--- src/rtl/core/gvtd_pkg.sv ---
// Shared constants, types and the arctangent table of the up-vector tumble detector.
package gvtd_pkg;

  // Iteration limits
  localparam int unsigned CORDIC_ITERS_DEF = 16;
  localparam int unsigned TABLE_LEN        = 24;
  localparam int unsigned IDX_W            = $clog2(TABLE_LEN + 1);

  // Datapath widths
  localparam int unsigned CW   = 34;   // CORDIC x, y, z
  localparam int unsigned SQ_W = 58;   // square-root radicand (even)
  localparam int unsigned DV_N = 38;   // divider dividend and quotient
  localparam int unsigned DV_D = 25;   // divider divisor

  // Fixed-point constants
  localparam logic signed [CW-1:0] GAIN_Q30     = 34'sd652032874;
  localparam logic signed [CW-1:0] ANGLE_SCALE  = 34'sd2867080551;
  localparam logic signed [CW-1:0] QUARTER_TURN = 34'sd1073741824;
  localparam logic signed [CW-1:0] HALF_TURN    = 34'sd2147483648;

  // One CORDIC job: mode and start values
  typedef struct packed {
    logic                 vec_mode;
    logic signed [CW-1:0] x;
    logic signed [CW-1:0] y;
    logic signed [CW-1:0] z;
  } cordic_req_t;

  // atan(2^-i) in binary-angle units (2^32 per turn)
  function automatic logic signed [CW-1:0] atan_turns(input logic [IDX_W-1:0] i);
    logic signed [CW-1:0] v;
    case (i)
      5'd0:  v = 34'sd536870912;
      5'd1:  v = 34'sd316933406;
      5'd2:  v = 34'sd167458907;
      5'd3:  v = 34'sd85004756;
      5'd4:  v = 34'sd42667331;
      5'd5:  v = 34'sd21354465;
      5'd6:  v = 34'sd10679838;
      5'd7:  v = 34'sd5340245;
      5'd8:  v = 34'sd2670163;
      5'd9:  v = 34'sd1335087;
      5'd10: v = 34'sd667544;
      5'd11: v = 34'sd333772;
      5'd12: v = 34'sd166886;
      5'd13: v = 34'sd83443;
      5'd14: v = 34'sd41722;
      5'd15: v = 34'sd20861;
      5'd16: v = 34'sd10430;
      5'd17: v = 34'sd5215;
      5'd18: v = 34'sd2608;
      5'd19: v = 34'sd1304;
      5'd20: v = 34'sd652;
      5'd21: v = 34'sd326;
      5'd22: v = 34'sd163;
      5'd23: v = 34'sd81;
      default: v = '0;
    endcase
    return v;
  endfunction

endpackage

--- src/rtl/core/gvtd_cordic.sv ---
// Iterative CORDIC, one micro-rotation per cycle, rotation or vectoring mode.
module gvtd_cordic #(
  parameter int unsigned ITERS = gvtd_pkg::CORDIC_ITERS_DEF
) (
  input  logic                              clk,
  input  logic                              rst_n,
  input  logic                              start,
  input  gvtd_pkg::cordic_req_t             req,
  output logic                              done,
  output logic signed [gvtd_pkg::CW-1:0]    x_o,
  output logic signed [gvtd_pkg::CW-1:0]    y_o,
  output logic signed [gvtd_pkg::CW-1:0]    z_o
);
  import gvtd_pkg::*;

  localparam int unsigned N = (ITERS > TABLE_LEN) ? TABLE_LEN : ITERS;

  logic                 busy_r, done_r, mode_r;
  logic [IDX_W-1:0]     idx_r;
  logic signed [CW-1:0] x_r, y_r, z_r;
  logic signed [CW-1:0] dx, dy, ang;
  logic                 pos;

  // Direction: drive z to zero (rotation) or y to zero (vectoring)
  always_comb begin
    dx  = y_r >>> idx_r;
    dy  = x_r >>> idx_r;
    ang = atan_turns(idx_r);
    pos = mode_r ? !(y_r > 0) : (z_r >= 0);
  end

  // Control
  always_ff @(posedge clk) begin
    if (!rst_n) begin
      busy_r <= 1'b0;
      done_r <= 1'b0;
      idx_r  <= '0;
    end else begin
      done_r <= 1'b0;
      if (start) begin
        busy_r <= 1'b1;
        idx_r  <= '0;
      end else if (busy_r) begin
        idx_r <= idx_r + 1'b1;
        if (idx_r == IDX_W'(N - 1)) begin
          busy_r <= 1'b0;
          done_r <= 1'b1;
        end
      end
    end
  end

  // Datapath
  always_ff @(posedge clk) begin
    if (start) begin
      mode_r <= req.vec_mode;
      x_r    <= req.x;
      y_r    <= req.y;
      z_r    <= req.z;
    end else if (busy_r) begin
      if (pos) begin
        x_r <= x_r - dx;
        y_r <= y_r + dy;
        z_r <= z_r - ang;
      end else begin
        x_r <= x_r + dx;
        y_r <= y_r - dy;
        z_r <= z_r + ang;
      end
    end
  end

  assign done = done_r;
  assign x_o  = x_r;
  assign y_o  = y_r;
  assign z_o  = z_r;

endmodule

--- config.mk ---
export PLATFORM = sky130hd
export DESIGN_NAME = gvtd_cordic
export DESIGN_NICKNAME = d
export VERILOG_FILES = /design/src/rtl/core/gvtd_pkg.sv /design/src/rtl/core/gvtd_cordic.sv
export SDC_FILE = /design/constraint.sdc
export NUM_CORES = 1
export LEC_CHECK = 0
export ABC_AREA = 1
export BUFFER_PORTS_ARGS = -buffer_cell sky130_fd_sc_hd__buf_4
export CORE_MARGIN = 1.5
export CORE_UTILIZATION = 40
export DETAILED_ROUTE_END_ITERATION = 10
export SLEW_MARGIN = 30
export SYNTH_ARGS = -nofsm -noshare
export SYNTH_HDL_FRONTEND = slang
export SYNTH_SLANG_ARGS = --single-unit
export TNS_END_PERCENT = 1
--- constraint.sdc ---
create_clock -name clk -period 6.1 [get_ports clk]
set_input_delay 0.305 -clock clk [delete_from_list [all_inputs] [get_ports clk]]
set_output_delay 0.305 -clock clk [all_outputs]
set_load 0.01 [all_outputs]
==> results.json <==
{
  "drt_first_iter_violations": 2316,
  "synthCells": 2947,
  "synth_compound_area_frac": 0.127,
  "start_kind": "flip-flop",
  "num-nets-final": 3330,
  "diodes": 0,
  "port-buffer-count": 208,
  "hpwl_um": 61000,
  "cts_tree": "built",
  "drc_errors": 1,
  "synth_top_family_by_area": "simple AND/OR/NAND/NOR gates",
  "ys_ff_latch": 140,
  "via_count": 21100,
  "power_density_mw_per_mm2": 709,
  "cts.repair.resized": 0,
  "power.total_mw": 14.7,
  "violations": "design-rule violations",
  "drive_gt1_frac": 0.141,
  "wire_per_inst_um": 20.3,
  "slowest_stage": "dfxtp_2",
  "routed_wirelength_um": 75500,
  "cp_max_fo": 49,
  "worstPathBufferInverterCount": 3,
  "layout_min_cycle_time_ns": 5.67,
  "synth_warnings": 0,
  "synthMuxAreaShare": 0,
  "drt-pass1-iter-count": 11,
  "rows": 77,
  "die_h_um": 215,
  "antenna_left": 0,
  "avgSynthCellArea_um2": 6.12,
  "path_clk_slew_ns": 0.07,
  "numClockSinks": 140,
  "grt_pass1_vias": 19700,
  "layout_setup_ws_ns": 0.427,
  "ys_seq_area_frac": 0.213,
  "yosys-top-cells-area": "nand2_1 (19%), edfxtp_1 (17%), nand3_1 (13%)",
  "relSlewSlack": 0.411,
  "worstSetupEndpointType": "flip-flop",
  "yosys.cell_types.count": 54,
  "core_mm2": 0.0443,
  "fin_skew_ns": 0.0134,
  "clk_latency_ns": 0.49,
  "leakagePower_nw": 10.2,
  "io_pins": 209,
  "drv_slew": 0,
  "hold_path_class": "in -> reg",
  "status": "finished, violations left",
  "synth-simple-area-share": 0.455,
  "clock.fmax_mhz": 176,
  "dp_slack_ns": 0.494,
  "grt.overflow.total": 0,
  "critical_path_required_ns": 6.34,
  "start_util": 0.407,
  "syn_area_mm2": 0.0180,
  "rsz0062_at_grt": "false",
  "worst_path_most_repeated_cell": "nand2_1",
  "path_class": "reg -> reg",
  "area_delta_synth_final_pct": 15.3,
  "fin_area_mm2": 0.0208,
  "vias_per_cell": 5.68,
  "peakVddDrop_v": 0.000476,
  "numCtsBuffers": 17,
  "synthAdderAreaFrac": 0.0811,
  "cap_violations": 0,
  "grt_antenna_before_repair": 0,
  "grt_usage": 0.322,
  "grt_max_degree": 78,
  "synth_top_area_cell": "nand2_1",
  "htreeDepth": 4,
  "cts_buffer_depth": 2,
  "crit_family": "simple AND/OR/NAND/NOR gates",
  "grt_pass1_wl_um": 116000,
  "clockRootBuffer": "clkbuf_16",
  "worst_path_largest_cell_delay_ns": 0.62,
  "cp.arrival_ns": 5.91,
  "synth_top_cell_area_share": 0.194,
  "setup_viol": 0,
  "synth.net_count": 3168,
  "fp.dieW_um": 215,
  "post-route-period-util": 0.930,
  "setup-tns-final_ns": 0,
  "yosys.area_share.xor_xnor": 0.0428,
  "post_dp_cell_area_mm2": 0.0202,
  "final_util": 0.469,
  "place_congestion": 1.05,
  "die_area_mm2": 0.0463,
  "hold_violations": 0,
  "tightest_slew_ns": 0.884
}
-- metrics by stage --
step / cells / hold slack (ns)
2_1_floorplan: 2947 / 0.404
3_3_place_gp: 3680 / 0.485
3_5_place_dp: 3680 / 0.486
4_1_cts: 3713 / 0.0502
5_1_grt: 3714 / 0.0724
6_report: 3714 / 0.0830
-- final timing paths --
| check | from | end | slack (ns) | cells after the start |
|---|---|---|---|---|
| min | req[21] | z_o[21]$_DFFE_PP_ | 0.08 | 3 |
| max | idx_r[1]$_SDFFE_PP0P_ | x_o[23]$_DFFE_PP_ | 0.43 | 27 |
| min reg2reg | busy_r$_SDFF_PN0_ | done$_SDFF_PP0_ | 0.66 | 2 |
| max reg2reg | idx_r[1]$_SDFFE_PP0P_ | x_o[23]$_DFFE_PP_ | 0.43 | 27 |
-- power breakdown --
group          total (mW)  switching (mW)  internal, mW  leakage, nW
clock                1.10           0.509         0.587        0.294
sequential           2.18           0.610          1.57         1.35
combinational        11.5            7.46          4.00         8.53
-- tightest hold or removal path: cells and delay by family --
family | cells | cell delay [ns]
buffers and inverters | 1 | 0.07
AND/OR/NAND/NOR | 2 | 0.09
-- synth_stat cells (all sizes together) --
master	instances
a31oi	28
nor3	44
or2	54
a21boi	10
nand3	495
o31ai	12
o21a	4
inv	248
a22oi	1
nand2	956
fa	3
a211oi	6
o21bai	10
clkbuf	45
nor2	233
o21ai	155
a2111oi	1
edfxtp	103
o221ai	5
nand3b	14
o211ai	11
o2111ai	1
xnor2	26
ha	112
clkinv	1
a221oi	7
and2	4
a21oi	126
o22ai	3
nor4	20
and3	1
dfxtp	37
xor2	62
nand4	28
a21o	15
a31o	1
buf	65
-- logic make-up after synthesis --
logic type,Yosys count
and+or+nand+nor,1849
AOI/OAI and AO/OA,396
buffers and inverters,359
DFF,140
adders and majority gates,115
xor gates and xnor gates,88
-- area by class of cell --
class / instances / area, µm²
well taps: 592 / 741
clock buffers: 20 / 489
fillers: 4806 / 23500
inverters: 249 / 938
flip-flops and latches: 140 / 3840
repair buffers: 253 / 1950
multi-input cells: 2448 / 12700
clock inverters: 12 / 95.1
-- layer usage --
| metal | routed length [µm] | vias up | GRT usage |
|---|---|---|---|
| met4 | 1680 | 0 | 0.0890 |
| met1 | 34400 | 9909 | 0.449 |
| met5 | 0 | - | 0 |
| met2 | 33900 | 844 | 0.510 |
| met3 | 5510 | 109 | 0.0576 |
| li1 | - | 10200 | - |
-- timing repair --
item / 4_1_cts / 5_1_grt
endpoints found under the setup margin: 0 / 2
hold endpoints to repair: 1 / 0
setup buffers: 0 / 1
hold buffers: 1 / 0
-- registers in the layout, indices dropped and copies added (netlist names) --
register,cells
mode_r,1
busy_r,1
ang,30
x_o,34
z_o,34
done,1
idx_r,5
y_o,34
-- cell usage in the layout (no fill, tap or decap), types with 12 or more instances in the layout --
master	n
a21oi_1	122
nor3_1	39
edfxtp_1	103
nor2_1	214
nand3b_1	14
xnor2_1	26
or2_2	52
nand2_1	930
xor2_1	62
nand2_2	23
o31ai_1	12
ha_1	112
dfxtp_1	33
nand4_1	28
buf_4	248
o21ai_0	135
nor4_1	20
inv_2	16
nor2_2	17
a21o_1	15
a31oi_1	28
nand3_2	21
nand3_1	474
inv_1	230
clkbuf_16	19
o21ai_1	15
No activity file was read; power rests on OpenSTA's default activity.
