===== config.mk =====
export PLATFORM = sky130hd
export DESIGN_NAME = gvtd_div
export DESIGN_NICKNAME = d
export VERILOG_FILES = /design/src/rtl/core/gvtd_pkg.sv /design/src/rtl/core/gvtd_div.sv
export SDC_FILE = /design/constraint.sdc
export NUM_CORES = 1
export LEC_CHECK = 0
export ABC_AREA = 1
export BUFFER_PORTS_ARGS = -buffer_cell sky130_fd_sc_hd__buf_2
export CORE_UTILIZATION = 36
export CTS_CLUSTER_DIAMETER = 150
export DETAILED_ROUTE_END_ITERATION = 6
export HOLD_SLACK_MARGIN = 0.1
export PLACE_DENSITY_LB_ADDON = 0.15
export SLEW_MARGIN = 15
export SYNTH_ARGS = -nofsm -noshare
export SYNTH_HDL_FRONTEND = slang
export SYNTH_SLANG_ARGS = --single-unit
export TNS_END_PERCENT = 10

===== constraint.sdc =====
create_clock -name clk -period 3.6 [get_ports clk]
set_clock_uncertainty 0.1 [all_clocks]
set_input_delay 0.36 -clock clk [delete_from_list [all_inputs] [get_ports clk]]
set_output_delay 0.36 -clock clk [all_outputs]
set_load 0.005 [all_outputs]

===== src/rtl/core/gvtd_pkg.sv =====
// Shared constants, types and the arctangent table of the up-vector tumble detector.
package gvtd_pkg;

  // Iteration limits
  localparam int unsigned CORDIC_ITERS_DEF = 16;
  localparam int unsigned TABLE_LEN        = 24;
  localparam int unsigned IDX_W            = $clog2(TABLE_LEN + 1);

  // Datapath widths
  localparam int unsigned CW   = 34;   // CORDIC x, y, z
  localparam int unsigned SQ_W = 58;   // square-root radicand (even)
  localparam int unsigned DV_N = 38;   // divider dividend and quotient
  localparam int unsigned DV_D = 25;   // divider divisor

  // Fixed-point constants
  localparam logic signed [CW-1:0] GAIN_Q30     = 34'sd652032874;
  localparam logic signed [CW-1:0] ANGLE_SCALE  = 34'sd2867080551;
  localparam logic signed [CW-1:0] QUARTER_TURN = 34'sd1073741824;
  localparam logic signed [CW-1:0] HALF_TURN    = 34'sd2147483648;

  // One CORDIC job: mode and start values
  typedef struct packed {
    logic                 vec_mode;
    logic signed [CW-1:0] x;
    logic signed [CW-1:0] y;
    logic signed [CW-1:0] z;
  } cordic_req_t;

  // atan(2^-i) in binary-angle units (2^32 per turn)
  function automatic logic signed [CW-1:0] atan_turns(input logic [IDX_W-1:0] i);
    logic signed [CW-1:0] v;
    case (i)
      5'd0:  v = 34'sd536870912;
      5'd1:  v = 34'sd316933406;
      5'd2:  v = 34'sd167458907;
      5'd3:  v = 34'sd85004756;
      5'd4:  v = 34'sd42667331;
      5'd5:  v = 34'sd21354465;
      5'd6:  v = 34'sd10679838;
      5'd7:  v = 34'sd5340245;
      5'd8:  v = 34'sd2670163;
      5'd9:  v = 34'sd1335087;
      5'd10: v = 34'sd667544;
      5'd11: v = 34'sd333772;
      5'd12: v = 34'sd166886;
      5'd13: v = 34'sd83443;
      5'd14: v = 34'sd41722;
      5'd15: v = 34'sd20861;
      5'd16: v = 34'sd10430;
      5'd17: v = 34'sd5215;
      5'd18: v = 34'sd2608;
      5'd19: v = 34'sd1304;
      5'd20: v = 34'sd652;
      5'd21: v = 34'sd326;
      5'd22: v = 34'sd163;
      5'd23: v = 34'sd81;
      default: v = '0;
    endcase
    return v;
  endfunction

endpackage


===== src/rtl/core/gvtd_div.sv =====
// Restoring unsigned divider, one quotient bit per cycle.
module gvtd_div (
  input  logic                       clk,
  input  logic                       rst_n,
  input  logic                       start,
  input  logic [gvtd_pkg::DV_N-1:0]  dividend,
  input  logic [gvtd_pkg::DV_D-1:0]  divisor,
  output logic                       done,
  output logic [gvtd_pkg::DV_N-1:0]  quot
);
  import gvtd_pkg::*;

  localparam int unsigned CNT_W = $clog2(DV_N);

  logic              busy_r, done_r;
  logic [CNT_W-1:0]  cnt_r;
  logic [DV_N-1:0]   q_r;
  logic [DV_D-1:0]   d_r, rem_r;
  logic [DV_D:0]     rem2;
  logic              fits;

  always_comb begin
    rem2 = {rem_r, q_r[DV_N-1]};
    fits = rem2 >= {1'b0, d_r};
  end

  // Control
  always_ff @(posedge clk) begin
    if (!rst_n) begin
      busy_r <= 1'b0;
      done_r <= 1'b0;
      cnt_r  <= '0;
    end else begin
      done_r <= 1'b0;
      if (start) begin
        busy_r <= 1'b1;
        cnt_r  <= '0;
      end else if (busy_r) begin
        cnt_r <= cnt_r + 1'b1;
        if (cnt_r == CNT_W'(DV_N - 1)) begin
          busy_r <= 1'b0;
          done_r <= 1'b1;
        end
      end
    end
  end

  // Shift dividend out, quotient bits in
  always_ff @(posedge clk) begin
    if (start) begin
      q_r   <= dividend;
      d_r   <= divisor;
      rem_r <= '0;
    end else if (busy_r) begin
      rem_r <= fits ? DV_D'(rem2 - {1'b0, d_r}) : rem2[DV_D-1:0];
      q_r   <= {q_r[DV_N-2:0], fits};
    end
  end

  assign done = done_r;
  assign quot = q_r;

endmodule


==> impl_metrics.yaml, run 1 <==
final_layout:
  n_fill_cell: 1650
  multi_input_area_um2: 2790
  regArea_um2: 2550
  layout.nets: 1039
  area_delta_synth_final_pct: 21.6
  drive_gt1_share_pct: 16.4
  antenna_cells: 0
worst_setup_path:
  crit_type: "reg -> reg"
  cp_data_arrival_time_ps: 2730
  r2r-end: "rem_r[14]$_SDFFE_PP0P_"
  reg2reg_slack_ps: 1050
  cp-startpoint: "quot[37]$_DFFE_PP_"
  path_cells: "inv_1 > ha_1 > inv_1 > fa_1 > nand3_1 > nand3_2 > nand3b_4 > nand2_8 > nand2_1 > nand3_1 > o21ai_1"
  cp_max_fo: 28
  worst-path-stages: 11
  critical-path-top-delay-family: "simple AND/OR/NAND/NOR gates"
  cp.required_ps: 3780
  rr_worst_depth: 11
  crit_path_top_delay_cell: "fa_1"
  startpoint_type: "flop"
  path_buf_inv: 2
  slowest_delay_ps: 440
  end_kind: "flop"
  r2r-start: "quot[37]$_DFFE_PP_"
global_routing:
  grt_use_met1_pct: 25.8
  overflow: 0
  met2_usage_pct: 28.8
  grt_pass1_wl_um: 25000
  busiest_layer: "met2"
  antenna_found_initial: 0
  grt_util_all_layers_pct: 18.9
  grt_max_degree: 51
  grt_pass1_vias: 5168
  gr-usage-met3_pct: 5.90
sta:
  clock.fmax_mhz: 393
  hold_viol_final: 0
  rsz0062_at_grt: "false"
  setup_viol: 0
  period_needed_ps: 2550
  tns_ps: 0
  period_share_pct: 70.7
  relSlewSlack_pct: 44.4
  slew_viol_final: 0
  worstMarginPinSlew_ps: 833
pwr:
  powerDensity_nw_per_um2: 362
  ir_worst_vdd_uv: 235
  power.total_mw: 2.63
  leakagePower_nw: 3.78
drt:
  wl_per_cell_um: 12.6
  drc: 0
  vias: 5235
  routed_wl_um: 14700
  drtAntennaViolNets: 0
  viasPerCell: 4.49
  drt_iter0_markers: 273
  firstDrtPassIters: 4
placement:
  io_buffers: 104
  globalplace.congestion: 0.892
  dpl.hpwl_um: 10700
clock_network:
  cts_setup_buffers: 0
  clock_path_buffers: 2
  cts_tree: "done"
  clkSlewWorstSetupHoldPaths_ps: 70
  clock_latency_ps: 360
  h-tree-depth: 3
  cts-buffers-inserted: 9
  cts-root-buf: "clkbuf_16"
  cts.sinks: 96
  cts_resized: 0
floorplanning:
  die_area_um2: 17100
  coreArea_um2: 16100
  die_h_um: 131
  ios: 105
  initial_utilization_pct: 37.2
  die_w_um: 131
  placementRows: 46
synthesis:
  syn_avg_cell_area_um2: 7.30
  netlist-cell-type-count: 40
  netlist_area_um2: 5970
  yosysTopAreaCellShare_pct: 31.7
  yosysWarningCount: 0
  synthCells: 818
  synth_top_cell_by_area: "edfxtp_1"
  ys_seq_elements: 96
  seq_area_frac_synth_pct: 42.7
  synth_nets: 912
  ys_top_cells_by_area: "edfxtp_1, nand2_1, dfxtp_1"
min_path:
  hold_start: "dividend[19]"
  holdPathStages: 3
  hold_path.class: "in -> reg"
  worstHoldEndpoint: "quot[19]$_DFFE_PP_"
flow_run:
  max-cap-violations: 0
run_status:
  status: "finished clean"
[tightest hold or removal path: stages]
cell and delay [ps]:
buf_2 70, nand2_1 40, nand2_1 50
[power breakdown]
group	switching, mW	total, mW	internal (mW)
Clock	0.435	0.983	0.548
Sequential	0.0353	1.29	1.26
Combinational	0.202	0.350	0.148
Total	0.672	2.63	1.95
[stage by stage]
stage / cells / util (%) / instance area [um^2] / setup slack [ps] / hold WS (ps)
3_5_place_dp: 1125 / 41.8 / 6710 / 1040 / 364
5_1_grt: 1166 / 45.2 / 7260 / 850 / 170
6_report: 1166 / 45.2 / 7260 / 1050 / 162
4_1_cts: 1166 / 45.2 / 7260 / 1010 / 143
2_1_floorplan: 818 / - / 5970 / 1090 / 342
3_3_place_gp: 1125 / 41.8 / 6710 / 1080 / 362
[cell families after synthesis]
logic type / after synthesis / share of synthesized area [%]
AOI/OAI and AO/OA: 39 / 3.85
buffers and inverters: 158 / 10.6
and+or+nand+nor: 488 / 35.5
DFF: 96 / 42.7
xor gates and xnor gates: 9 / 1.32
adders and majority gates: 28 / 5.99
[Yosys cell counts (all sizes together)]
library cell and n:
a211oi 1, o211ai 1, buf 9, nand3b 10, fa 1, o21ai 14
a21oi 18, nor3b 3, clkinv 1, nand2 347, nand3 68, inv 138
dfxtp 33, nor4 1, nor3 7, edfxtp 63, xnor2 9, a31oi 1
ha 27, nand4 8, nor2 44, clkbuf 10, o21bai 4
[worst max path at each step]
| stage | endpoint |
|---|---|
| floorplan | quot[0]$_DFFE_PP_ |
| global placement | rem_r[14]$_SDFFE_PP0P_ |
| detailed placement | rem_r[14]$_SDFFE_PP0P_ |
| CTS | rem_r[14]$_SDFFE_PP0P_ |
| global route | rem_r[13]$_SDFFE_PP0P_ |
| finish | rem_r[14]$_SDFFE_PP0P_ |
[placed cells by master (no fill, tap or decap), types with 6 or more instances in the layout]
master         Yosys  routed
nand2_1          335     335
inv_1            134     133
buf_2              3     104
nand3_1           67      67
edfxtp_1          63      63
nor2_1            36      36
dfxtp_1           33      33
ha_1              27      27
dlygate4sd3_1      0      25
a21oi_1           15      15
nand2_2           10      10
nand3b_1           9       9
xnor2_1            9       9
clkbuf_16          0       9
nand4_1            8       8
o21ai_1            8       8
o21ai_0            6       6
[state kept, by name (all words and copies together) (netlist names)]
| name | cells |
|---|---|
| busy_r | 1 |
| cnt_r | 6 |
| d_r | 25 |
| done | 1 |
| quot | 38 |
| rem_r | 25 |
[area by class of cell]
cell class | instances | area share [%]
clock buffers | 11 | 3.20
repair buffers | 135 | 11.4
flip-flops and latches | 96 | 35.1
inverters | 139 | 7.18
clock inverters | 5 | 0.913
multi-input cells | 564 | 38.4
well taps | 216 | 3.72
[metal layers]
layer,up-vias,wire (um)
met5,-,0
met4,0,223
met3,13,871
met2,122,6140
met1,2291,7460
li1,2809,-
[repair_timing]
action,in CTS,in global routing
setup endpoints to repair,0,0
hold endpoints to repair,25,0
hold buffers,25,0
No activity file was read; power rests on OpenSTA's default activity.
==> inputs of run 2 (changes only) <==
clock period = 2.35 ns   (was 3.6 ns; I/O delays follow)
==> run 2 against run 1 <==
Effect of this change:
- via count up 3.9%
- maximum frequency up 16%
- design area up 6.1%
- sequential power up 53%
- clock power up 44%
- combinational power up 73%
- power up 53%
- utilization up 2.7 points
- routed wire length up 5.1%
- sequential share of layout area down 2.0 points
- hold slack worse by 33 ps
- count of clock-buffer cells in the layout down 2
- critical path type unchanged
- largest cell class unchanged
- highest routed layer is now met5
==> impl_metrics.yaml, run 2 (same netlist as run 1, synthesis figures left out) <==
final_layout:
  largest_reg_flops: 38
  mostFrequentLayoutCells: "nand2_1, inv_1, buf_2, nand3_1, edfxtp_1"
  area_delta_synth_final_pct: 28.9
  antenna_cells: 0
  multi_input_area_um2: 2810
  final_common_cell: "nand2_1"
  layout.nets: 1083
  regArea_um2: 2550
  final_cell_count_no_fill: 1210
  n_fill_cell: 1619
  drive_gt1_share_pct: 17.2
clock_network:
  cts_tree: "done"
  clock_path_buffers: 2
  h-tree-depth: 3
  cts-root-buf: "clkbuf_16"
  cts.sinks: 96
  clock_latency_ps: 350
  clkSlewWorstSetupHoldPaths_ps: 70
  cts_setup_buffers: 0
  cts-buffers-inserted: 9
drt:
  highest_layer: "met5"
  wl_met2_um: 6700
  routed_wl_um: 15400
  drtAntennaViolNets: 0
  viasPerCell: 4.49
  vias: 5437
  met1Wirelength_um: 7560
  drc: 0
  wl_per_cell_um: 12.8
  route.met3.wl_um: 769
  firstDrtPassIters: 5
  drt_iter0_markers: 337
floorplanning:
  initial_utilization_pct: 37.2
  die_h_um: 131
  die_w_um: 131
  die_area_um2: 17100
  ios: 105
  placementRows: 46
  coreArea_um2: 16100
global_routing:
  grt_util_all_layers_pct: 19.5
  antenna_found_initial: 1
  grt_max_degree: 48
  grt_pass1_wl_um: 25500
  grt_pass1_vias: 5198
  overflow: 0
worst_setup_path:
  path_buf_inv: 4
  r2r-end: "rem_r[23]$_SDFFE_PP0P_"
  crit_path_top_delay_cell: "ha_1"
  cp.required_ps: 2500
  reg2reg_slack_ps: 150
  critPathMostFrequentCell: "nand2_1"
  end_kind: "flop"
  cp_max_fo: 12
  critical-path-top-delay-family: "simple AND/OR/NAND/NOR gates"
  r2r-start: "d_r[16]$_DFFE_PP_"
  startpoint_type: "flop"
  rr_worst_depth: 13
  cp_data_arrival_time_ps: 2350
  slowest_delay_ps: 370
  crit_type: "reg -> reg"
  cp-startpoint: "d_r[16]$_DFFE_PP_"
  path_cells: "inv_1 > ha_1 > nand2_2 > inv_2 > a21oi_2 > a21oi_4 > nor2_8 > buf_4 > nand3_1 > nand2_1 > inv_1 > nand2_1 > nand2_1"
pwr:
  powerDensity_nw_per_um2: 520
  power.total_mw: 4.01
  ir_worst_vdd_uv: 318
  leakagePower_nw: 3.97
sta:
  hold_viol_final: 0
  relSlewSlack_pct: 64.9
  period_share_pct: 93.8
  setup_viol: 0
  slew_viol_final: 0
  period_needed_ps: 2200
  rsz0062_at_grt: "true"
  worstMarginPinSlew_ps: 527
  clock.fmax_mhz: 454
min_path:
  hold_start: "dividend[0]"
  worstHoldEndpoint: "quot[0]$_DFFE_PP_"
  hold_path.class: "in -> reg"
  holdPathStages: 3
placement:
  io_buffers: 104
  dpl.hpwl_um: 11100
  dpl.cell_count: 1132
  globalplace.congestion: 0.865
run_status:
  status: "finished clean"
flow_run:
  max-cap-violations: 0
-- run 2: cell count changes in the layout (fill, tap and decap cells not counted), moves of 2 or more --
cell and change:
buf_4 +5, clkbuf_1 -2, dlygate4sd3_1 +37, nand2_1 -3, nand2_2 +3
-- run 2: cell type report --
type	instances	area share, %
clock buffers	9	2.92
clock inverters	7	0.747
inverters	139	6.77
multi-input cells	564	36.5
flip-flops and latches	96	33.1
well taps	216	3.51
repair buffers	179	16.5
-- run 2: how the worst max path moves through the flow --
stage | cells after the start | end
finish | 13 | rem_r[23]$_SDFFE_PP0P_
global route | 15 | rem_r[14]$_SDFFE_PP0P_
CTS | 14 | rem_r[14]$_SDFFE_PP0P_
detailed placement | 14 | rem_r[16]$_SDFFE_PP0P_
global placement | 14 | rem_r[16]$_SDFFE_PP0P_
floorplan | 11 | rem_r[10]$_SDFFE_PP0P_
-- run 2: where the power goes --
| part | switching [mW] | total, mW | internal, mW |
|---|---|---|---|
| clock network | 0.695 | 1.42 | 0.727 |
| logic | 0.330 | 0.605 | 0.275 |
| registers | 0.0540 | 1.98 | 1.93 |
| total | 1.08 | 4.01 | 2.93 |
-- run 2: layer usage --
layer,vias up,global-route usage (%)
li1,2901,-
met1,2386,25.7
met2,126,31.2
met3,22,3.50
met4,2,8.86
met5,-,0
-- run 2: worst register-to-register path, delay by kind of cell, from the launching register on --
family | cells | cell delay [ps]
adder cells (fa/ha/maj) | 1 | 370
AO/OA/AOI/OAI | 2 | 310
flip-flops | 1 | 330
buffers and inverters | 4 | 370
AND/OR/NAND/NOR | 6 | 620
-- run 2: stage by stage --
step / setup WS, ps / utilization [%] / area [um^2] / hold WS (ps) / setup TNS (ps)
after global placement: 67.7 / 42.2 / 6780 / 311 / 0
after global routing: -13.8 / 48.0 / 7700 / 140 / -15.3
after CTS: 5.18 / 47.8 / 7680 / 116 / 0
after detailed placement: 22.5 / 42.2 / 6780 / 313 / 0
final: 145 / 48.0 / 7700 / 130 / 0
after floorplan: 225 / - / 5970 / 234 / 0
-- run 2: repair_timing --
item,in CTS,in global routing
resized for setup,0,8
endpoints found under the hold margin,62,0
endpoints found under the setup margin,0,25
hold buffers,62,0
