[config.mk]
export PLATFORM = sky130hd
export DESIGN_NAME = gvtd_sqrt
export DESIGN_NICKNAME = d
export VERILOG_FILES = /design/src/rtl/core/gvtd_pkg.sv /design/src/rtl/core/gvtd_sqrt.sv
export SDC_FILE = /design/constraint.sdc
export NUM_CORES = 1
export LEC_CHECK = 0
export BUFFER_PORTS_ARGS = -buffer_cell sky130_fd_sc_hd__buf_4
export CORE_AREA = 5 5 236 238
export CTS_CLUSTER_DIAMETER = 30
export DETAILED_ROUTE_END_ITERATION = 8
export DIE_AREA = 0 0 241 243
export PLACE_DENSITY_LB_ADDON = 0.3
export RECOVER_POWER = 100
export SETUP_SLACK_MARGIN = 0.05
export SLEW_MARGIN = 20
export SYNTH_ARGS = -nofsm -noshare
export SYNTH_HDL_FRONTEND = slang
export SYNTH_SLANG_ARGS = --single-unit
[constraint.sdc]
create_clock -name clk -period 7.8 [get_ports clk]
set_input_delay 1.56 -clock clk [delete_from_list [all_inputs] [get_ports clk]]
set_output_delay 1.56 -clock clk [all_outputs]
set_load 0.03 [all_outputs]
[src/rtl/core/gvtd_pkg.sv]
// Shared constants, types and the arctangent table of the up-vector tumble detector.
package gvtd_pkg;

  // Iteration limits
  localparam int unsigned CORDIC_ITERS_DEF = 16;
  localparam int unsigned TABLE_LEN        = 24;
  localparam int unsigned IDX_W            = $clog2(TABLE_LEN + 1);

  // Datapath widths
  localparam int unsigned CW   = 34;   // CORDIC x, y, z
  localparam int unsigned SQ_W = 58;   // square-root radicand (even)
  localparam int unsigned DV_N = 38;   // divider dividend and quotient
  localparam int unsigned DV_D = 25;   // divider divisor

  // Fixed-point constants
  localparam logic signed [CW-1:0] GAIN_Q30     = 34'sd652032874;
  localparam logic signed [CW-1:0] ANGLE_SCALE  = 34'sd2867080551;
  localparam logic signed [CW-1:0] QUARTER_TURN = 34'sd1073741824;
  localparam logic signed [CW-1:0] HALF_TURN    = 34'sd2147483648;

  // One CORDIC job: mode and start values
  typedef struct packed {
    logic                 vec_mode;
    logic signed [CW-1:0] x;
    logic signed [CW-1:0] y;
    logic signed [CW-1:0] z;
  } cordic_req_t;

  // atan(2^-i) in binary-angle units (2^32 per turn)
  function automatic logic signed [CW-1:0] atan_turns(input logic [IDX_W-1:0] i);
    logic signed [CW-1:0] v;
    case (i)
      5'd0:  v = 34'sd536870912;
      5'd1:  v = 34'sd316933406;
      5'd2:  v = 34'sd167458907;
      5'd3:  v = 34'sd85004756;
      5'd4:  v = 34'sd42667331;
      5'd5:  v = 34'sd21354465;
      5'd6:  v = 34'sd10679838;
      5'd7:  v = 34'sd5340245;
      5'd8:  v = 34'sd2670163;
      5'd9:  v = 34'sd1335087;
      5'd10: v = 34'sd667544;
      5'd11: v = 34'sd333772;
      5'd12: v = 34'sd166886;
      5'd13: v = 34'sd83443;
      5'd14: v = 34'sd41722;
      5'd15: v = 34'sd20861;
      5'd16: v = 34'sd10430;
      5'd17: v = 34'sd5215;
      5'd18: v = 34'sd2608;
      5'd19: v = 34'sd1304;
      5'd20: v = 34'sd652;
      5'd21: v = 34'sd326;
      5'd22: v = 34'sd163;
      5'd23: v = 34'sd81;
      default: v = '0;
    endcase
    return v;
  endfunction

endpackage

[src/rtl/core/gvtd_sqrt.sv]
// Bit-serial integer square root, one result bit per cycle.
module gvtd_sqrt (
  input  logic                       clk,
  input  logic                       rst_n,
  input  logic                       start,
  input  logic [gvtd_pkg::SQ_W-1:0]  value,
  output logic                       done,
  output logic [gvtd_pkg::SQ_W-1:0]  root
);
  import gvtd_pkg::*;

  logic              busy_r, done_r;
  logic [SQ_W-1:0]   v_r, r_r, bit_r;
  logic [SQ_W-1:0]   trial;

  assign trial = r_r + bit_r;

  // Control: finishes after the lowest bit position
  always_ff @(posedge clk) begin
    if (!rst_n) begin
      busy_r <= 1'b0;
      done_r <= 1'b0;
    end else begin
      done_r <= 1'b0;
      if (start) begin
        busy_r <= 1'b1;
      end else if (busy_r && bit_r[0]) begin
        busy_r <= 1'b0;
        done_r <= 1'b1;
      end
    end
  end

  // Restoring root step
  always_ff @(posedge clk) begin
    if (start) begin
      v_r   <= value;
      r_r   <= '0;
      bit_r <= SQ_W'(1) << (SQ_W - 2);
    end else if (busy_r) begin
      if (v_r >= trial) begin
        v_r <= v_r - trial;
        r_r <= (r_r >> 1) + bit_r;
      end else begin
        r_r <= r_r >> 1;
      end
      bit_r <= bit_r >> 2;
    end
  end

  assign done = done_r;
  assign root = r_r;

endmodule

==> results of run 1 <==
## placed cells by master, fill, tap and decap left out, types with 21 or more instances in the layout
cell type  count
inv_1         30
o21bai_1      24
nor2_1       146
a211oi_1      37
buf_4         61
a21oi_1       99
ha_1         118
xnor2_1       62
nand3_1       45
and3_1        21
a31oi_1       56
a21o_1        46
o21ai_0      129
nand4_1       31
dfxtp_1       88
nor3_1        31
clkbuf_1      65
edfxtp_1      58
xor2_1        67
mux2i_1       36
nand2_1      196
## path summary, 6_finish.rpt
check	start	endpoint	slack, ps	cells after the start
worst min register to register	root[0]$_SDFFE_PP0P_	root[0]$_SDFFE_PP0P_	500	2
worst min-delay path	root[0]$_SDFFE_PP0P_	root[0]$_SDFFE_PP0P_	500	2
worst max register to register	root[2]$_SDFFE_PP0P_	root[4]$_SDFFE_PP0P_	1200	22
worst max-delay path	root[2]$_SDFFE_PP0P_	root[4]$_SDFFE_PP0P_	1200	22
## cell usage after synthesis (12+ instances only)
| cell type | n |
|---|---|
| o21ai_0 | 129 |
| nor2_1 | 147 |
| o21a_1 | 16 |
| a211oi_1 | 37 |
| nand2_1 | 197 |
| a21oi_1 | 98 |
| inv_1 | 30 |
| xnor2_1 | 62 |
| a31o_2 | 15 |
| nand2b_1 | 12 |
| xor2_1 | 67 |
| o21bai_1 | 24 |
| a31oi_1 | 56 |
| a21o_1 | 46 |
| and2_1 | 14 |
| and3_1 | 21 |
| nand3_1 | 45 |
| nand4_1 | 31 |
| clkbuf_1 | 72 |
| ha_1 | 118 |
| nor4_1 | 16 |
| edfxtp_1 | 58 |
| dfxtp_1 | 89 |
| o31ai_1 | 16 |
| nor3_1 | 31 |
| nor2b_1 | 13 |
| mux2i_1 | 36 |
| o211ai_1 | 14 |
## through the flow
stage                     util, %  area (um2)
after CTS                    28.4       15200
after global routing         27.9       14900
after floorplan                 -       13200
final                        27.9       14900
after detailed placement     27.4       14600
after global placement       27.4       14600
## power breakdown
| group | total, mW | leakage, nW | internal, mW | switching, mW |
|---|---|---|---|---|
| logic | 2.06 | 3.98 | 0.779 | 1.28 |
| registers | 1.14 | 1.31 | 0.995 | 0.145 |
| clock network | 0.836 | 0.288 | 0.468 | 0.369 |
| total | 4.03 | 5.58 | 2.24 | 1.79 |
## registers in the layout, indices dropped and copies added (netlist names)
signal / flops
bit_r: 29
busy_r: 1
done: 1
root: 58
v_r: 58
## per-layer routing
layer / vias to the layer above / routed length (um)
met5: - / 0
met4: 0 / 711
met3: 48 / 2140
met2: 320 / 22200
met1: 6122 / 19800
li1: 6238 / -
## layout make-up
class | instances | area (um2) | share of cell area, %
clock inverter | 11 | 96.3 | 0.646
sequential | 147 | 3530 | 23.7
clock buffer | 21 | 472 | 3.16
multi-input combinational | 1378 | 9110 | 61.1
inverter | 30 | 113 | 0.755
timing repair buffer | 126 | 719 | 4.83
tap | 696 | 871 | 5.84
## logic make-up after synthesis
group                    count (synthesis)
multiplexers                            41
AO/OA/AOI/OAI                          528
flip-flops                             147
adder cells (fa/ha/maj)                119
buffers and inverters                  119
AND/OR/NAND/NOR                        561
XOR/XNOR                               129
## worst max-delay path, delay by kind of cell (launching register included)
family | cells | cell delay [ps]
flip-flops | 1 | 440
AO/OA/AOI/OAI | 14 | 3810
XOR/XNOR | 1 | 200
buffers and inverters | 1 | 630
AND/OR/NAND/NOR | 4 | 560
adder cells (fa/ha/maj) | 2 | 630
==> metrics.md, run 1 <==
| Metric | Value |
|---|---|
| Status | finished with violations |
| Failing checks | max-capacitance violations, max-slew violations |
| Drt first pass iters | 6 |
| Initial core utilization | 24.6% |
| Layout area overhead | 13.3% |
| Post-Synth XOR/XNOR Area | 8.59% |
| Critical path arrival | 6850 ps |
| Post-CTS Setup Inserts | 0 |
| Cts hold-fix bufs | 0 |
| CP Class | reg2reg |
| Std cell rows | 85 |
| PwrDens | 271 nW/um2 |
| CTS clock-pin slew for the worst setup and hold paths | 70 ps |
| Non-Filler Instances | 2409 |
| Skew final | 8.32 ps |
| Tot Pwr | 4.03 mW |
| Drt initial violations | 943 |
| Crit Path Max Fanout | 80 |
| Met2 Track Usage GR | 25.6% |
| Async set-or-reset flop fraction in the synthesized netlist | 0% |
| Slew Limit Headroom | -113% |
| Post-DRT Antenna Nets | 0 |
| Largest net degree at the start of global routing | 81 |
| Port-buffer cells | 119 |
| Vias in the first global route | 12100 |
| Yosys warnings | 0 |
| Share of the synthesized area in the top cell type | 13.5% |
| Die area | 58600 um2 |
| Synth Area per Inst | 8.00 um2 |
| Vias | 12700 |
| Number of distinct library cells after synthesis | 78 |
| Sequential fraction of the synthesis area | 26.8% |
| TritonCTS clock tree | built |
| Worst-Skew Late Latency | 460 ps |
| Nets | 1880 |
| Num ports | 120 |
| DIE WIDTH | 241 um |
| Setup ws final | 1200 ps |
| # H-tree levels | 4 |
| Fillers | 5874 |
| Final Max Slew Viols | 187 |
| GRT busiest layer | met2 |
| Die height | 243 um |
| Synthesized flop and latch total | 147 |
| Met1 Resource Use GR | 19.3% |
| Post-Place Cells | 2377 |
| CP Data Required Time | 8050 ps |
| Overall routing resource usage | 14.8% |
| Antenna violations before repair | 1 |
| RSZ-0062 raised after global routing | false |
| Mapped Cells | 1644 |
| Worst hold slack | 503 ps |
| Net count after synthesis | 1824 |
| Largest stage delay, worst path | 710 ps |
| Ys flop type | dfxtp_1 |
| GRT Residual Overflow | 0 |
| CP Cell Sequence | ha_1, a31oi_1, o21bai_1, a31oi_1, o21a_1, o21ai_0, a31oi_1, o21bai_1, a31oi_1, xor2_1, ha_1, nand2_1, nor3_1, a221oi_1, o21ai_1, a21oi_1, o211ai_4, a21boi_4, buf_4, nor3_1, a211oi_1, nor4_1 |
| Ant. Diodes | 0 |
| Number of synthesized flops with an enable pin | 58 |
| Synth Area in Compound Gates | 26.5% |
| Wire per inst | 18.6 um |
| Clock buffer depth | 2 |
| Aggregate negative setup slack | 0 ps |
| Peak supply drop | 0.158 mV |
| Clk Tree Root Cell | clkbuf_16 |
| Core area | 53400 um2 |
| Final critical-path share of the clock period | 84.6% |
| Post-synthesis simple-gate area fraction | 19.7% |
| Maximum clock frequency | 0.152 GHz |
| Layout cells sized above 1 | 7.47% |
| Synth area leaders | dfxtp_1 14%, edfxtp_1 13%, ha_1 11%, nand2_1 5.6%, o21ai_0 4.9% |
| Setup violations, final | 0 |
| Top cell type by total area after synthesis | dfxtp_1 |
| Post-detail-place hpwl | 34.7 mm |
| Fin. Hold Viols | 0 |
| Leak Pwr | 5.58 nW |
| RePlAce Congestion | 0.906 |
| Critical path's slowest cell | a21oi_1 |
| Global-route wire length before repair | 69.3 mm |
| Remaining DRCs | 0 |
| Inserted Clock Buffers | 17 |
| Post-synthesis adder-cell area fraction | 11.4% |
| Drt total wl | 44.8 mm |
| Hold Crit Class | reg2reg |
| Largest family of logic cells by synthesized area | compound AO/OA/AOI/OAI gates |
| Resize count post-CTS | 0 |
| Mux cell area share after synthesis | 3.17% |
| Worst slack, placed | 1650 ps |
| Crit. End Element | flop |
| Met3 GRT Util | 2.58% |
| Critical Path Start Type | flop |
| # clock sinks | 147 |
| Max-cap violations | 3 |
| Mapped Area | 13200 um2 |
| Worst Max-Slew Pin Slew | 3200 ps |
| Post-layout min period | 6600 ps |
| Vias per inst | 5.28 |
| Critical path's most frequent cell | a31oi_1 |
(Power assumes the default switching activity.)
==> run 2, diff against run 1 <==
clock period = 6.1 ns   (was 7.8 ns; I/O delays follow)
==> metrics.md, run 2 (synthesis results as in run 1) <==
| Metric | Value |
|---|---|
| GRT Residual Overflow | 0 |
| Drt first pass iters | 5 |
| Tot Pwr | 5.25 mW |
| Drt total wl | 45.5 mm |
| Vias per inst | 5.27 |
| CP Data Required Time | 6240 ps |
| Final Util | 28.4% |
| Wire per inst | 18.8 um |
| Worst flop-to-flop path startpoint | root[2]$_SDFFE_PP0P_ |
| Hold depth | 2 |
| RePlAce Congestion | 0.894 |
| Layout cells sized above 1 | 9.36% |
| Clock buffer depth | 2 |
| Non-Filler Instances | 2427 |
| Setup slack, reg-to-reg | 410 ps |
| Die area | 58600 um2 |
| Max-cap violations | 2 |
| Aggregate negative setup slack | 0 ps |
| Vias in the first global route | 12000 |
| Post-layout min period | 5690 ps |
| Largest net degree at the start of global routing | 81 |
| Largest delay share family, worst path | compound AO/OA/AOI/OAI gates |
| Hold Crit Class | reg2reg |
| TritonCTS clock tree | built |
| CP Class | reg2reg |
| Failing checks | max-capacitance violations, max-slew violations |
| Global-route wire length before repair | 69.0 mm |
| Post-Place Cells | 2394 |
| RSZ-0062 raised after global routing | false |
| Critical Path Start | root[2]$_SDFFE_PP0P_ |
| Reg-to-Reg End | v_r[10]$_DFFE_PP_ |
| WP buf/inv | 1 |
| Antenna violations before repair | 0 |
| Remaining DRCs | 0 |
| DIE WIDTH | 241 um |
| Worst slack, placed | 216 ps |
| Post-detail-place hpwl | 34.8 mm |
| Port-buffer cells | 119 |
| Skew final | 17.7 ps |
| Num ports | 120 |
| Critical path arrival | 5830 ps |
| PwrDens | 347 nW/um2 |
| DP Area | 14800 um2 |
| Setup ws final | 415 ps |
| Ant. Diodes | 0 |
| Hold_sp | root[0]$_SDFFE_PP0P_ |
| Worst-Skew Late Latency | 460 ps |
| Layout area overhead | 15.1% |
| Multi-input combinational cell area | 9160 um2 |
| Worst hold slack | 512 ps |
| Post-CTS Setup Inserts | 0 |
| Commonest non-fill, non-tap cell in the layout | nand2_1 |
| Crit. End Element | flop |
| Overall routing resource usage | 14.8% |
| Final Max Slew Viols | 106 |
| Peak supply drop | 0.204 mV |
| # clock sinks | 147 |
| Core area | 53400 um2 |
| CTS clock-pin slew for the worst setup and hold paths | 70 ps |
| Status | finished with violations |
| Leak Pwr | 5.70 nW |
| Slew Limit Headroom | -77.2% |
| # H-tree levels | 4 |
| Fillers | 5805 |
| Vias | 12800 |
| Setup violations, final | 0 |
| Fin. Hold Viols | 0 |
| Std cell rows | 85 |
| Drt initial violations | 960 |
| Initial core utilization | 24.6% |
| Critical path's slowest cell | ha_1 |
| Hold worst-path end | root[0]$_SDFFE_PP0P_ |
| Final critical-path share of the clock period | 93.2% |
| Largest stage delay, worst path | 470 ps |
| Highest-count cells in the layout ignoring fill and taps | 196 x nand2_1, 146 x nor2_1, 128 x o21ai_0 |
| Inserted Clock Buffers | 17 |
| Critical Path Start Type | flop |
| Final instance area | 15100 um2 |
| Maximum clock frequency | 0.176 GHz |
| Critical path's most frequent cell | a31oi_1 |
| Register Area | 3520 um2 |
| Worst Max-Slew Pin Slew | 2660 ps |
| Post-DRT Antenna Nets | 0 |
| CP Cell Sequence | ha_1, a31oi_1, o21bai_1, a31oi_1, o31ai_1, o21ai_2, a31o_2, o211ai_1, a31o_2, a31oi_1, xor2_1, ha_1, nand3_1, nor3_1, nand2_1, or3_1, o211ai_4, a21bo_2, nand2_1, nand2_4, buf_12 |
| Nets | 1898 |
| Clk Tree Root Cell | clkbuf_16 |
| Worst R2R Path Depth | 21 |
| Crit Path Max Fanout | 32 |
| Die height | 243 um |
run 2: worst register-to-register path: stages (launching register included):
cell      delay, ps
dfxtp_1         430
ha_1            310
a31oi_1         290
o21bai_1        140
a31oi_1         310
o31ai_1         130
o21ai_2         270
a31o_2          260
o211ai_1        150
a31o_2          290
a31oi_1         210
xor2_1          110
ha_1            470
nand3_1         140
nor3_1          240
nand2_1         100
or3_1           370
o211ai_4        280
a21bo_2         200
nand2_1         110
nand2_4         330
buf_12          240
run 2: metal layers:
| layer | GRT usage, % | wire length, um |
|---|---|---|
| met5 | 0 | 0 |
| met4 | 4.03 | 1030 |
| met3 | 2.34 | 2010 |
| met2 | 24.9 | 22000 |
| met1 | 19.5 | 20500 |
run 2: worst max path at each step:
| stage | endpoint | slack (ps) | cells past startpoint |
|---|---|---|---|
| 2_1_floorplan | v_r[0]$_DFFE_PP_ | 340 | 22 |
| 5_1_grt | root[52]$_SDFFE_PP0P_ | 20 | 21 |
| 3_3_place_gp | root[6]$_SDFFE_PP0P_ | 380 | 22 |
| 4_1_cts | root[37]$_SDFFE_PP0P_ | 170 | 23 |
| 3_5_place_dp | root[37]$_SDFFE_PP0P_ | 220 | 23 |
| 6_report | v_r[10]$_DFFE_PP_ | 410 | 21 |
run 2: timing repair:
action | 4_1_cts | 5_1_grt
hold buffers | 0 | 0
endpoints found under the setup margin | 0 | 120
resized for setup | 0 | 10
run 2: final cells by class:
cell class	instances	area share, %
multi-input cells	1378	60.5
flip-flops and latches	147	23.3
repair buffers	144	6.00
well taps	696	5.75
clock buffers	20	3.16
inverters	30	0.743
clock inverters	12	0.603
run 2: power by group:
group	total [mW]	leakage, nW	switching (mW)	internal [mW]
Combinational	2.76	4.11	1.70	1.06
Sequential	1.43	1.31	0.158	1.27
Clock	1.07	0.278	0.494	0.573
Total	5.25	5.70	2.35	2.90
